==> config.mk <==
export PLATFORM = sky130hd
export DESIGN_NAME = worker_admission_queue_core
export DESIGN_NICKNAME = d
export VERILOG_FILES = /design/src/design/waq_pkg.sv /design/src/design/waq_ram.sv /design/src/design/waq_ctrl.sv /design/src/design/waq_dp.sv /design/src/design/worker_admission_queue_core.sv
export SDC_FILE = /design/constraint.sdc
export NUM_CORES = 2
export LEC_CHECK = 0
export BUFFER_PORTS_ARGS = -buffer_cell sky130_fd_sc_hd__buf_4
export CAP_MARGIN = 20
export CORE_MARGIN = 8
export CORE_UTILIZATION = 55
export CTS_BUF_LIST = sky130_fd_sc_hd__clkbuf_4
export DETAILED_ROUTE_END_ITERATION = 12
export PLACE_DENSITY = 0.72
export SLEW_MARGIN = 20
export SYNTH_ARGS = -nofsm -noshare
export SYNTH_HDL_FRONTEND = slang
export SYNTH_SLANG_ARGS = --single-unit
==> constraint.sdc <==
create_clock -name clk_i -period 12.2 [get_ports clk_i]
set_clock_uncertainty 0.15 [all_clocks]
set_input_delay 0.61 -clock clk_i [delete_from_list [all_inputs] [get_ports clk_i]]
set_output_delay 0.61 -clock clk_i [all_outputs]
set_load 0.05 [all_outputs]
==> src/design/waq_pkg.sv <==
// ----------------------------------------------------------------------------
// waq_pkg
// Shared types and constants for the worker admission queue.
// ----------------------------------------------------------------------------
package waq_pkg;

  // Field widths fixed by the interface.
  localparam int unsigned ID_W      = 16;
  localparam int unsigned TIME_W    = 32;
  localparam int unsigned WORKERS_W = 16;
  localparam int unsigned WAITCFG_W = 7;
  localparam int unsigned TIMEOUT_W = 16;
  localparam int unsigned VERDICT_W = 3;
  localparam int unsigned WCOUNT_W  = 7;
  localparam int unsigned CFG_IDX_W = 2;
  localparam int unsigned CFG_DAT_W = 16;

  // Timeout limit in milliseconds: seconds times one thousand.
  localparam int unsigned MS_PER_SEC = 1000;
  localparam int unsigned MSMUL_W    = 10;
  localparam int unsigned LIMIT_W    = 26;

  // Configuration register indexes.
  localparam logic [CFG_IDX_W-1:0] CFG_MAX_WORKERS = 2'd0;
  localparam logic [CFG_IDX_W-1:0] CFG_MAX_WAITING = 2'd1;
  localparam logic [CFG_IDX_W-1:0] CFG_TIMEOUT     = 2'd2;

  // Input item kinds.
  localparam logic MODE_ARRIVE = 1'b0;
  localparam logic MODE_FINISH = 1'b1;

  typedef enum logic [VERDICT_W-1:0] {
    VERDICT_START    = 3'd0,
    VERDICT_QUEUED   = 3'd1,
    VERDICT_REJECTED = 3'd2,
    VERDICT_DISPATCH = 3'd3,
    VERDICT_TIMEOUT  = 3'd4,
    VERDICT_FREED    = 3'd5
  } verdict_e;

  // Controller to datapath.
  typedef struct packed {
    logic load_in;  // capture the accepted input item
    logic rd_en;    // read the queue head entry
    logic commit;   // update state and load the output register
  } waq_cmd_t;

  // Datapath to controller.
  typedef struct packed {
    logic dispatch; // finish item that pops the queue head
    logic out_free; // output register can take a result this cycle
  } waq_status_t;

endpackage

==> src/design/waq_ram.sv <==
// ----------------------------------------------------------------------------
// waq_ram
// Generic single-write, single-read RAM with registered read data.
// ----------------------------------------------------------------------------
module waq_ram #(
  parameter int unsigned WIDTH = 48,
  parameter int unsigned DEPTH = 64
) (
  input  logic                     clk_i,
  input  logic                     we_i,
  input  logic [$clog2(DEPTH)-1:0] waddr_i,
  input  logic [WIDTH-1:0]         wdata_i,
  input  logic                     re_i,
  input  logic [$clog2(DEPTH)-1:0] raddr_i,
  output logic [WIDTH-1:0]         rdata_o
);

  logic [WIDTH-1:0] mem_q [DEPTH];
  logic [WIDTH-1:0] rdata_q;

  always_ff @(posedge clk_i) begin
    if (we_i) begin
      mem_q[waddr_i] <= wdata_i;
    end
    if (re_i) begin
      rdata_q <= mem_q[raddr_i];
    end
  end

  assign rdata_o = rdata_q;

endmodule

==> src/design/waq_ctrl.sv <==
// ----------------------------------------------------------------------------
// waq_ctrl
// Sequencer: accept an item, read the queue head when needed, commit.
// ----------------------------------------------------------------------------
module waq_ctrl (
  input  logic                 clk_i,
  input  logic                 rst_ni,
  input  logic                 in_valid_i,
  output logic                 in_stall_o,
  input  waq_pkg::waq_status_t status_i,
  output waq_pkg::waq_cmd_t    cmd_o
);

  localparam logic [1:0] S_IDLE  = 2'd0;
  localparam logic [1:0] S_CHECK = 2'd1;
  localparam logic [1:0] S_EMIT  = 2'd2;

  logic [1:0] state_q, state_d;
  logic       accept;

  assign in_stall_o = (state_q != S_IDLE);
  assign accept     = in_valid_i && (state_q == S_IDLE);

  always_comb begin
    state_d       = state_q;
    cmd_o.load_in = 1'b0;
    cmd_o.rd_en   = 1'b0;
    cmd_o.commit  = 1'b0;
    case (state_q)
      S_IDLE: begin
        if (accept) begin
          cmd_o.load_in = 1'b1;
          state_d       = S_CHECK;
        end
      end
      S_CHECK: begin
        // The head entry is read only when the item will pop it.
        cmd_o.rd_en = status_i.dispatch;
        state_d     = S_EMIT;
      end
      S_EMIT: begin
        if (status_i.out_free) begin
          cmd_o.commit = 1'b1;
          state_d      = S_IDLE;
        end
      end
      default: begin
        state_d = S_IDLE;
      end
    endcase
  end

  always_ff @(posedge clk_i or negedge rst_ni) begin
    if (!rst_ni) begin
      state_q <= S_IDLE;
    end else begin
      state_q <= state_d;
    end
  end

endmodule

==> src/design/waq_dp.sv <==
// ----------------------------------------------------------------------------
// waq_dp
// Datapath: configuration, counters, queue pointers, wait queue RAM and the
// output register.
// ----------------------------------------------------------------------------
module waq_dp #(
  parameter int unsigned QUEUE_DEPTH = 64
) (
  input  logic                                clk_i,
  input  logic                                rst_ni,
  input  logic                                cfg_we_i,
  input  logic [waq_pkg::CFG_IDX_W-1:0]       cfg_index_i,
  input  logic [waq_pkg::CFG_DAT_W-1:0]       cfg_data_i,
  input  logic                                mode_i,
  input  logic [waq_pkg::ID_W-1:0]            request_id_i,
  input  logic [waq_pkg::TIME_W-1:0]          now_ms_i,
  input  waq_pkg::waq_cmd_t                   cmd_i,
  output waq_pkg::waq_status_t                status_o,
  output logic                                out_valid_o,
  input  logic                                out_stall_i,
  output logic [waq_pkg::VERDICT_W-1:0]       verdict_o,
  output logic [waq_pkg::ID_W-1:0]            result_id_o,
  output logic [waq_pkg::WORKERS_W-1:0]       active_count_o,
  output logic [waq_pkg::WCOUNT_W-1:0]        waiting_count_o
);

  localparam int unsigned PTR_W   = $clog2(QUEUE_DEPTH);
  localparam int unsigned CNT_W   = $clog2(QUEUE_DEPTH + 1);
  localparam int unsigned CMP_W   = (CNT_W > waq_pkg::WAITCFG_W) ? CNT_W : waq_pkg::WAITCFG_W;
  localparam int unsigned ENTRY_W = waq_pkg::ID_W + waq_pkg::TIME_W;
  localparam logic [PTR_W-1:0] LAST_PTR = PTR_W'(QUEUE_DEPTH - 1);
  localparam logic [CMP_W-1:0] DEPTH_CMP = CMP_W'(QUEUE_DEPTH);

  // Configuration.
  logic [waq_pkg::WORKERS_W-1:0] max_workers_q;
  logic [waq_pkg::WAITCFG_W-1:0] max_waiting_q;
  logic [waq_pkg::LIMIT_W-1:0]   limit_q;

  // Latched input item.
  logic                          mode_q;
  logic [waq_pkg::ID_W-1:0]      id_q;
  logic [waq_pkg::TIME_W-1:0]    now_q;

  // Queue and worker state.
  logic [PTR_W-1:0]              head_q, head_d;
  logic [PTR_W-1:0]              tail_q, tail_d;
  logic [CNT_W-1:0]              total_q, total_d;
  logic [waq_pkg::WORKERS_W-1:0] act_q, act_d, act_inc, act_dec;

  // Output register.
  logic                          out_valid_q, out_valid_d;
  waq_pkg::verdict_e             verdict_q, verdict_d;
  logic [waq_pkg::ID_W-1:0]      rid_q, rid_d;
  logic [waq_pkg::WORKERS_W-1:0] oact_q;
  logic [waq_pkg::WCOUNT_W-1:0]  owait_q;

  logic                          slot_free, may_dispatch, has_room, dispatch, timed_out;
  logic [CMP_W-1:0]              cap;
  logic                          ram_we;
  logic [ENTRY_W-1:0]            ram_rdata;
  logic [waq_pkg::ID_W-1:0]      head_id;
  logic [waq_pkg::TIME_W-1:0]    head_time, waited;

  always_ff @(posedge clk_i or negedge rst_ni) begin
    if (!rst_ni) begin
      max_workers_q <= '0;
      max_waiting_q <= '0;
      limit_q       <= '0;
    end else if (cfg_we_i) begin
      case (cfg_index_i)
        waq_pkg::CFG_MAX_WORKERS: max_workers_q <= cfg_data_i;
        waq_pkg::CFG_MAX_WAITING: max_waiting_q <= cfg_data_i[waq_pkg::WAITCFG_W-1:0];
        waq_pkg::CFG_TIMEOUT: begin
          limit_q <= waq_pkg::LIMIT_W'(cfg_data_i *
                                       waq_pkg::MSMUL_W'(waq_pkg::MS_PER_SEC));
        end
        default: ;
      endcase
    end
  end

  always_ff @(posedge clk_i) begin
    if (cmd_i.load_in) begin
      mode_q <= mode_i;
      id_q   <= request_id_i;
      now_q  <= now_ms_i;
    end
  end

  always_comb begin
    slot_free    = (max_workers_q == '0) || (act_q < max_workers_q);
    may_dispatch = (max_workers_q == '0) || (act_q <= max_workers_q);
    if ((max_waiting_q == '0) || (CMP_W'(max_waiting_q) > DEPTH_CMP)) begin
      cap = DEPTH_CMP;
    end else begin
      cap = CMP_W'(max_waiting_q);
    end
    has_room = CMP_W'(total_q) < cap;
    dispatch = (mode_q == waq_pkg::MODE_FINISH) && may_dispatch && (total_q != '0);

    head_id   = ram_rdata[ENTRY_W-1 -: waq_pkg::ID_W];
    head_time = ram_rdata[waq_pkg::TIME_W-1:0];
    waited    = now_q - head_time;
    timed_out = waited > waq_pkg::TIME_W'(limit_q);

    act_inc = (act_q != '1) ? act_q + 1'b1 : act_q;
    act_dec = (act_q != '0) ? act_q - 1'b1 : act_q;
  end

  assign ram_we = cmd_i.commit && (mode_q == waq_pkg::MODE_ARRIVE) && !slot_free && has_room;

  waq_ram #(
    .WIDTH (ENTRY_W),
    .DEPTH (QUEUE_DEPTH)
  ) u_ram (
    .clk_i   (clk_i),
    .we_i    (ram_we),
    .waddr_i (tail_q),
    .wdata_i ({id_q, now_q}),
    .re_i    (cmd_i.rd_en),
    .raddr_i (head_q),
    .rdata_o (ram_rdata)
  );

  always_comb begin
    head_d    = head_q;
    tail_d    = tail_q;
    total_d   = total_q;
    act_d     = act_q;
    verdict_d = verdict_q;
    rid_d     = rid_q;
    if (cmd_i.commit) begin
      if (mode_q == waq_pkg::MODE_ARRIVE) begin
        rid_d = id_q;
        if (slot_free) begin
          act_d     = act_inc;
          verdict_d = waq_pkg::VERDICT_START;
        end else if (has_room) begin
          tail_d    = (tail_q == LAST_PTR) ? '0 : tail_q + 1'b1;
          total_d   = total_q + 1'b1;
          verdict_d = waq_pkg::VERDICT_QUEUED;
        end else begin
          verdict_d = waq_pkg::VERDICT_REJECTED;
        end
      end else if (dispatch) begin
        rid_d   = head_id;
        head_d  = (head_q == LAST_PTR) ? '0 : head_q + 1'b1;
        total_d = total_q - 1'b1;
        if (timed_out) begin
          act_d     = act_dec;
          verdict_d = waq_pkg::VERDICT_TIMEOUT;
        end else begin
          verdict_d = waq_pkg::VERDICT_DISPATCH;
        end
      end else begin
        rid_d     = '0;
        act_d     = act_dec;
        verdict_d = waq_pkg::VERDICT_FREED;
      end
    end
  end

  assign out_valid_d = cmd_i.commit ? 1'b1 : (out_valid_q && out_stall_i);

  always_ff @(posedge clk_i or negedge rst_ni) begin
    if (!rst_ni) begin
      head_q      <= '0;
      tail_q      <= '0;
      total_q     <= '0;
      act_q       <= '0;
      out_valid_q <= 1'b0;
    end else begin
      head_q      <= head_d;
      tail_q      <= tail_d;
      total_q     <= total_d;
      act_q       <= act_d;
      out_valid_q <= out_valid_d;
    end
  end

  always_ff @(posedge clk_i) begin
    if (cmd_i.commit) begin
      verdict_q <= verdict_d;
      rid_q     <= rid_d;
      oact_q    <= act_d;
      owait_q   <= waq_pkg::WCOUNT_W'(total_d);
    end
  end

  assign status_o.dispatch = dispatch;
  assign status_o.out_free = !out_valid_q || !out_stall_i;

  assign out_valid_o     = out_valid_q;
  assign verdict_o       = verdict_q;
  assign result_id_o     = rid_q;
  assign active_count_o  = oact_q;
  assign waiting_count_o = owait_q;

endmodule

==> src/design/worker_admission_queue_core.sv <==
// ----------------------------------------------------------------------------
// worker_admission_queue_core
// Admission controller with a worker slot limit and a bounded wait queue.
// ----------------------------------------------------------------------------
//
//   Channel   Handshake                 Payload
//   -------   -----------------------   -----------------------------------
//   input     in_valid_i / in_stall_o   mode_i, request_id_i, now_ms_i
//   output    out_valid_o / out_stall_i verdict_o, result_id_o,
//                                       active_count_o, waiting_count_o
//   config    cfg_we_i                  cfg_index_i, cfg_data_i
//
// Each item passes an accepting cycle, a check cycle in which the queue
// head is read from the RAM if the item pops it, and a commit cycle in
// which counters, pointers and the queue write are updated. The registered
// RAM read is why the check cycle exists. The commit waits while the
// output register holds a stalled result; no new item is accepted until
// the commit. Reset clears the counters, pointers and configuration; the
// queue RAM is not cleared, since only entries that were written are ever read.
//
// An arriving request starts at once when a worker slot is free, which is
// always the case when the slot limit is zero. Otherwise it is queued with
// its arrival time if the queue is below its cap, and rejected if not. The
// cap is max_waiting, or the physical depth when that register is zero or
// larger than the depth. A finishing worker hands its slot to the queue
// head unless the active count is above the limit; a head that waited longer
// than the timeout (in seconds times one thousand) is reported as timed out
// and its slot is freed instead. With no head to dispatch, the finish simply
// frees a slot. The active count saturates at both ends.
// ----------------------------------------------------------------------------
module worker_admission_queue_core #(
  parameter int unsigned QUEUE_DEPTH = 64
) (
  input  logic                              clk_i,
  input  logic                              rst_ni,
  // Configuration write port.
  input  logic                              cfg_we_i,
  input  logic [waq_pkg::CFG_IDX_W-1:0]     cfg_index_i,
  input  logic [waq_pkg::CFG_DAT_W-1:0]     cfg_data_i,
  // Input channel.
  input  logic                              in_valid_i,
  output logic                              in_stall_o,
  input  logic                              mode_i,
  input  logic [waq_pkg::ID_W-1:0]          request_id_i,
  input  logic [waq_pkg::TIME_W-1:0]        now_ms_i,
  // Output channel.
  output logic                              out_valid_o,
  input  logic                              out_stall_i,
  output logic [waq_pkg::VERDICT_W-1:0]     verdict_o,
  output logic [waq_pkg::ID_W-1:0]          result_id_o,
  output logic [waq_pkg::WORKERS_W-1:0]     active_count_o,
  output logic [waq_pkg::WCOUNT_W-1:0]      waiting_count_o
);

  waq_pkg::waq_cmd_t    cmd;
  waq_pkg::waq_status_t status;

  // The sequencer owns the input handshake and decides when to commit.
  waq_ctrl u_ctrl (
    .clk_i      (clk_i),
    .rst_ni     (rst_ni),
    .in_valid_i (in_valid_i),
    .in_stall_o (in_stall_o),
    .status_i   (status),
    .cmd_o      (cmd)
  );

  // The datapath holds the queue, counter and configuration state and the output register.
  waq_dp #(
    .QUEUE_DEPTH (QUEUE_DEPTH)
  ) u_dp (
    .clk_i           (clk_i),
    .rst_ni          (rst_ni),
    .cfg_we_i        (cfg_we_i),
    .cfg_index_i     (cfg_index_i),
    .cfg_data_i      (cfg_data_i),
    .mode_i          (mode_i),
    .request_id_i    (request_id_i),
    .now_ms_i        (now_ms_i),
    .cmd_i           (cmd),
    .status_o        (status),
    .out_valid_o     (out_valid_o),
    .out_stall_i     (out_stall_i),
    .verdict_o       (verdict_o),
    .result_id_o     (result_id_o),
    .active_count_o  (active_count_o),
    .waiting_count_o (waiting_count_o)
  );

  // Only one item is in flight: a transfer closes the input until commit.
  assert property (@(posedge clk_i) disable iff (!rst_ni)
    (in_valid_i && !in_stall_o) |=> in_stall_o)
    else $error("input accepted while an item is in flight");

  // Every commit presents a result in the next cycle.
  assert property (@(posedge clk_i) disable iff (!rst_ni)
    cmd.commit |=> out_valid_o)
    else $error("commit did not produce a result");

  // A commit never overwrites a result that is still stalled.
  assert property (@(posedge clk_i) disable iff (!rst_ni)
    cmd.commit |-> (!out_valid_o || !out_stall_i))
    else $error("result overwritten while stalled");

  // A freed slot carries no request identifier.
  assert property (@(posedge clk_i) disable iff (!rst_ni)
    (out_valid_o && (verdict_o == waq_pkg::VERDICT_FREED)) |-> (result_id_o == '0))
    else $error("slot freed result with nonzero identifier");

endmodule

# After elaboration in Yosys (flattened, before gate mapping)
# Memory sizes are Yosys's and may differ from the RTL's. A register that Yosys moved wholly into a read port is not among the register bits.
# Cells that the tools add are included.
# word_totals
register_bits	175
ram_bits	3072
input_bits	72
word_cells	101
mem_count	1
# mem_list
memory	depth	word_bits	read_ports	rd_clocked_by_memory_dff	wr	line	source
u_dp.u_ram.mem_q	64	48	1	1	1	waq_ram.sv:18	logic [WIDTH-1:0] mem_q [DEPTH];
# classes
addsub	7
mul	1
order_cmp	5
n_eq_ne	9
muxes	33
bitwise	2
reduce_logical	27
# op_table
op	n
two-way mux 16 bit	9
two-way mux 7 bit	6
> comparator 32 x 26 -> 1 bit	1
subtractor 32 bit	1
multiplier 16 x 7 -> 23 bit (second input constant)	1
adder 16 x 1 -> 16 bit (second input constant)	1
less-or-equal comparator 16 bit	1
logical NOT 16 bit	1
< comparator 16 bit	1
inequality test 16 bit (second input constant)	1
nonzero test 16 bit	1
subtractor 16 x 1 -> 16 bit (second input constant)	1
adder 6 x 1 -> 6 bit (second input constant)	2
equality test 6 bit (second input constant)	2
two-way mux 3 bit	4
two-way mux 6 bit	2
two-way mux 1 bit	8
AND reduction 2 bit	4
adder 7 x 1 -> 7 bit (second input constant)	1
> comparator 7 bit (second input constant)	1
logical AND 1 bit	7
logical NOT 7 bit	1
< comparator 7 bit	1
nonzero test 7 bit	1
other kinds (14)	25

# Logic depth before layout (Yosys ltp)
# depth
word_depth	9
depth_mapped	25
mapped_depth_nobuf	24

# Hierarchy
# A second synthesis with hierarchy kept.
# hier_totals
hier_cells	6222
area_unflattened_um2	130348.8
# by_module_without_submodules
mod	n_inst	cells_each	area_per_inst_um2	seq_area_each_um2
waq_ram	1	4970	117597.8	93689.9
waq_dp	1	1241	12650.9	4784.6
waq_ctrl	1	11	100.1	50.0

# Worst setup path before layout
# OpenSTA, ideal clock, no wires.
# synth_path
kind	register to register
start	register u_dp.max_waiting_q[6] (netlist name)
end	memory u_dp.u_ram.mem_q[44][0] (enable)
setup_ps	513
arrival_ps	6103
setup_slack_ps	5434
stages_incl_launch_ff	14
n_path_buf	2
synth_period_minus_slack_ps	6766
cell_sequence	dfrtp_1 -> or3b_2 -> a21o_1 -> a21o_1 -> a21o_1 -> a21oi_1 -> o21ai_0 -> or2_2 -> clkbuf_1 -> nor3_1 -> and2_1 -> buf_2 -> nand2_1 -> nor3_1
# synth_via
elab_chain_cells	7
# synth_rtl
element	line	source
from (decl)	waq_dp.sv:36	logic [waq_pkg::WAITCFG_W-1:0] max_waiting_q;
from (signal assigned)	waq_dp.sv:72	waq_pkg::CFG_MAX_WAITING: max_waiting_q <= cfg_data_i[waq_pkg::WAITCFG_W-1:0];
> comparator 7 bit / logical NOT 7 bit (equally long branches)	waq_dp.sv:93	if ((max_waiting_q == '0) || (CMP_W'(max_waiting_q) > DEPTH_CMP)) begin
logical OR 1 bit	waq_dp.sv:93	
two-way mux 7 bit *	waq_dp.sv:93	
< comparator 7 bit *	waq_dp.sv:98	has_room = CMP_W'(total_q) < cap;
logical AND 1 bit *	waq_dp.sv:110	assign ram_we = cmd_i.commit && (mode_q == waq_pkg::MODE_ARRIVE) && !slot_free && has_room;
two-way mux 1 bit *	waq_ram.sv:22	if (we_i) begin
two-way mux 1 bit (implied by the code) *	waq_ram.sv:23	mem_q[waddr_i] <= wdata_i;
to (decl)	waq_ram.sv:18	
# Every way passes the cells marked *; elsewhere a longest branch is shown, timed or not.

# Worst setup path in the final report
# layout_path
start	register u_dp.now_q[0] (netlist name)
end	register u_dp.oact_q (netlist bit u_dp.active_count_o[12]), data pin
# layout_via
elab_chain_cells	6
# layout_rtl
element	line	source
from (decl)	waq_dp.sv:42	logic [waq_pkg::TIME_W-1:0] now_q;
from (signal assigned)	waq_dp.sv:86	now_q <= now_ms_i;
subtractor 32 bit	waq_dp.sv:103	waited = now_q - head_time;
> comparator 32 x 26 -> 1 bit	waq_dp.sv:104	timed_out = waited > waq_pkg::TIME_W'(limit_q);
two-way mux 16 bit	waq_dp.sv:149	if (timed_out) begin
two-way mux 16 bit	waq_dp.sv:145	end else if (dispatch) begin
two-way mux 16 bit	waq_dp.sv:133	if (mode_q == waq_pkg::MODE_ARRIVE) begin
two-way mux 16 bit	waq_dp.sv:132	if (cmd_i.commit) begin
via u_dp.act_d (one bit)	waq_dp.sv:48	logic [waq_pkg::WORKERS_W-1:0] act_q, act_d, act_inc, act_dec;
to (signal assigned)	waq_dp.sv:185	oact_q <= act_d;
to (decl)	waq_dp.sv:54	logic [waq_pkg::WORKERS_W-1:0] oact_q;
# The timed path passes the listed nets, and every way through them passes these cells.
# A chain may end at the register's enable or synchronous reset.

==> flow_metrics.py <==
metrics = {
    "outcome": {
        "outcome": "completed",
    },
    "sta": {
        "fin_crit_sh_pct": 54.6,
        "max_freq_ghz": 0.150,
        "relSlewSlack_pct": 17.8,
        "hold_viol": 0,
        "period_needed_ps": 6660,
        "worst_pin_slew_ps": 1230,
        "setup_violations": 0,
        "rsz0062_at_grt": "false",
        "drv_slew": 0,
        "setup_tns_ps": 0,
    },
    "final_layout": {
        "drive_above_1_share_pct": 36.3,
        "nNetsFinal": 6914,
        "seqCellArea_um2": 98500,
        "n_fill_cell": 16000,
        "syn_to_final_growth_pct": 13.3,
        "multi_input_area_um2": 30400,
    },
    "cts": {
        "clkLatencyLatePin_ps": 1440,
        "cts_tree": "built",
        "numCtsBuffers": 802,
        "postCtsSetupRepairBufs": 0,
        "clock_sinks": 3295,
        "clk_pin_slew_ps": 70,
        "htreeDepth": 6,
        "clockBufferDepth": 4,
        "clock-root-buffer": "clkbuf_4",
    },
    "routing": {
        "final_antenna_net_count": 0,
        "first_iter_violations": 9284,
        "drc": 0,
        "dr_total_vias": 66400,
        "routed_wl_mm": 336,
        "avgViaCountPerCell": 6.41,
        "routedWlPerCell_um": 32.4,
        "drt-pass1-iter-count": 6,
    },
    "pwr": {
        "p_leak_nw": 47.6,
        "irDropWorstVdd_mv": 0.172,
        "pwr_density_cell_nw_per_um2": 200,
        "power_mw": 29.5,
    },
    "worst_hold_path": {
        "min_path_cells": 6,
        "min-delay-start": "cfg_data_i[0]",
        "hold_path.class": "input port to flip-flop",
        "min_to": "u_dp.limit_q[6]$_DFFE_PN0P_",
    },
    "yosys": {
        "ys_warn_count": 0,
        "ys_seq_area_share_pct": 75.8,
        "synth_cell_types": 73,
        "ys_ff_latch": 3295,
        "async_flop_share_pct": 2.55,
        "synth_nets": 5916,
        "synth_cells": 5652,
        "synth_edf_count": 3211,
        "avgSynthCellArea_um2": 23.0,
        "synth.cell_area_um2": 130000,
        "yosys_most_used_dff": "edfxtp_1",
    },
    "worst_setup_path": {
        "critPathMaxStageDelay_ps": 750,
        "r2r_slack_ps": 5540,
        "critical_path_class": "flip-flop to flip-flop",
        "cp_max_fo": 65,
        "crit_chain": "buf_4 > inv_1 > ha_1 > fa_1 > nand2b_1 > a21oi_1 > o21ai_0 > a31oi_1 > a21bo_2 > a31o_2 > xor2_1 > ha_1 > a21oi_1 > nor2b_1 > a2111oi_0 > nand3_1 > a211oi_1 > nand2b_1 > or4_1 > a211oi_1 > nor3_1",
        "critPathBufInv": 2,
        "critPathCaptureType": "flip-flop",
        "timing.reg2reg.worst_path_depth": 21,
        "cp.required_ps": 13220,
        "cp_data_arrival_time_ps": 7690,
        "crit_family": "compound AO/OA/AOI/OAI gates",
        "timing.rr.start": "u_dp.now_q[0]$_DFFE_PP_",
        "cpMaxStageDelayCell": "a211oi_1",
        "critPathLaunchType": "flip-flop",
        "r2r-end": "u_dp.active_count_o[12]$_DFFE_PP_",
    },
    "placement": {
        "hpwl_mm": 183,
        "numPortBuffers": 115,
        "place_congestion": 0.837,
    },
    "floorplan": {
        "core_um2": 235000,
        "die_h_um": 502,
        "die_w_um": 502,
        "core.rowCount": 178,
        "start_util_pct": 55.3,
        "io_pins": 116,
        "fp.dieArea_um2": 252000,
    },
    "global_routing": {
        "grt_pass1_wl_mm": 477,
        "grt_usage_pct": 26.5,
        "antenna_found_initial": 13,
        "grt_pass1_vias": 67100,
        "overflow": 0,
        "grt_max_degree": 141,
    },
    "run": {
        "maxCapViolCount": 0,
    },
}
## synthesized netlist by cell type, types with 14 or more instances
cell      number  area share [%]
a21o_1        29            0.17
a21oi_1       59            0.23
a22o_1        16            0.11
buf_1         84            0.24
clkbuf_1     178            0.51
dfrtp_1       84             1.6
edfxtp_1    3211              74
fa_1          55            0.85
ha_1         137             1.3
inv_1        158            0.46
mux2_2        17            0.15
mux4_2      1008              17
nand2_1       97            0.28
nand2b_1      24            0.12
nand3_1       18           0.069
nand4_1       26            0.13
nor2_1       115            0.33
nor3_1        25           0.096
nor4_1        14           0.067
o21ai_0       68            0.26
xnor2_1       39            0.26
xor2_1        27            0.18
## routing by layer
metal  share of wire (%)  global-route usage, %  vias to the layer above
li1                    -                      -                    26400
met1                  37                   36.9                    34900
met2                  48                   41.5                     4584
met3                  12                   7.42                      572
met4                 2.7                   7.98                        4
met5              0.0077                      0                        -
## through the flow
stage / worst slack (ps) / instances / cell area (um^2) / hold WS (ps) / util (%)
2_1_floorplan: 5430 / 5652 / 130000 / 164 / -
6_report: 5540 / 10400 / 147000 / 216 / 62.6
3_3_place_gp: 5640 / 8832 / 136000 / 319 / 57.7
4_1_cts: 5620 / 10400 / 147000 / 33.9 / 62.6
5_1_grt: 5110 / 10400 / 147000 / 149 / 62.6
3_5_place_dp: 5630 / 8836 / 136000 / 325 / 57.8
## cells in the final DEF, fill, tap and decap left out, drive strengths merged, types with 5 or more instances in the layout
master / netlist / routed
edfxtp: 3211 / 3211
clkbuf: 178 / 1135
mux4: 1008 / 1008
buf: 88 / 304
clkinv: 1 / 197
inv: 158 / 174
dlygate4sd3: 0 / 156
ha: 137 / 137
nor2: 115 / 115
nand2: 97 / 97
dfrtp: 84 / 84
o21ai: 70 / 70
a21oi: 59 / 59
fa: 55 / 55
xnor2: 39 / 39
a21o: 29 / 29
xor2: 27 / 27
nand4: 26 / 26
nor3: 25 / 25
nand2b: 24 / 24
nand3: 18 / 18
mux2: 17 / 17
a22o: 16 / 16
nor4: 15 / 15
o21a: 13 / 13
a31oi: 13 / 13
nor2b: 12 / 12
and3: 12 / 12
bufinv: 0 / 11
o211ai: 9 / 9
or3: 7 / 7
diode: 0 / 6
and2: 6 / 6
o31ai: 6 / 6
nand3b: 6 / 6
and4: 5 / 5
or2: 5 / 5
clkinvlp: 0 / 5
## worst max-delay path by stage
stage,start,end,cells past startpoint
after global routing,u_dp.now_q[0]$_DFFE_PP_,u_dp.active_count_o[12]$_DFFE_PP_,21
after detailed placement,u_dp.now_q[0]$_DFFE_PP_,u_dp.active_count_o[12]$_DFFE_PP_,21
after CTS,u_dp.now_q[0]$_DFFE_PP_,u_dp.active_count_o[12]$_DFFE_PP_,21
after global placement,u_dp.now_q[0]$_DFFE_PP_,u_dp.active_count_o[12]$_DFFE_PP_,21
after floorplan,u_dp.max_waiting_q[6]$_DFFE_PN0P_,u_dp.u_ram.mem_q[44][0]$_DFFE_PP_,13
final,u_dp.now_q[0]$_DFFE_PP_,u_dp.active_count_o[12]$_DFFE_PP_,21
## sequential cells by signal, indices dropped and copies added (netlist names), 2 cells and up
register	count
u_dp.u_ram.mem_q	3072
u_dp.u_ram.rdata_o	48
u_dp.now_q	32
u_dp.limit_q	23
u_dp.act_q	16
u_dp.active_count_o	16
u_dp.id_q	16
u_dp.max_workers_q	16
u_dp.result_id_o	16
u_dp.max_waiting_q	7
u_dp.total_q	7
u_dp.waiting_count_o	7
u_dp.head_q	6
u_dp.tail_q	6
u_dp.verdict_o	3
u_ctrl.state_q	2
## cells by family (layout without fill, tap and decap cells)
| kind of cell | Yosys count | in the layout | share of synthesized area [%] |
|---|---|---|---|
| AO/OA/AOI/OAI | 256 | 256 | 1.28 |
| XOR/XNOR | 66 | 66 | 0.445 |
| adder cells (fa/ha/maj) | 192 | 192 | 2.16 |
| buffers and inverters | 425 | 1982 | 1.23 |
| flip-flops | 3295 | 3295 | 75.8 |
| multiplexers | 1029 | 1029 | 17.6 |
| other | 0 | 6 | 0 |
| AND/OR/NAND/NOR | 389 | 389 | 1.47 |
## cell type report
type                            instances  share of cell area (%)
Clock buffer                         1135                    5.78
Multi-Input combinational cell       1932                    20.6
Sequential cell                      3295                    66.9
Antenna cell                            6                  0.0102
Inverter                              159                   0.405
Tap cell                             3150                    2.68
Timing Repair Buffer                  460                    2.75
Clock inverter                        228                   0.838
## repair_timing
action | in CTS | in global routing
resized for setup | 0 | 0
endpoints found under the hold margin | 210 | 0
hold buffers | 157 | 0
## power by group
part	internal (mW)	switching, mW	leakage, nW
registers	12.9	0.209	29.9
clock network	4.50	4.26	5.82
logic	3.61	4.01	11.9
## worst reg2reg max path, stage by stage (launching register included)
cell	delay, ps
edfxtp_1	330
buf_4	480
inv_1	150
ha_1	230
fa_1	400
nand2b_1	190
a21oi_1	250
o21ai_0	200
a31oi_1	370
a21bo_2	260
a31o_2	210
xor2_1	160
ha_1	260
a21oi_1	140
nor2b_1	60
a2111oi_0	360
nand3_1	150
a211oi_1	750
nand2b_1	200
or4_1	690
a211oi_1	310
nor3_1	120
Power figures use the tool's default switching activity.
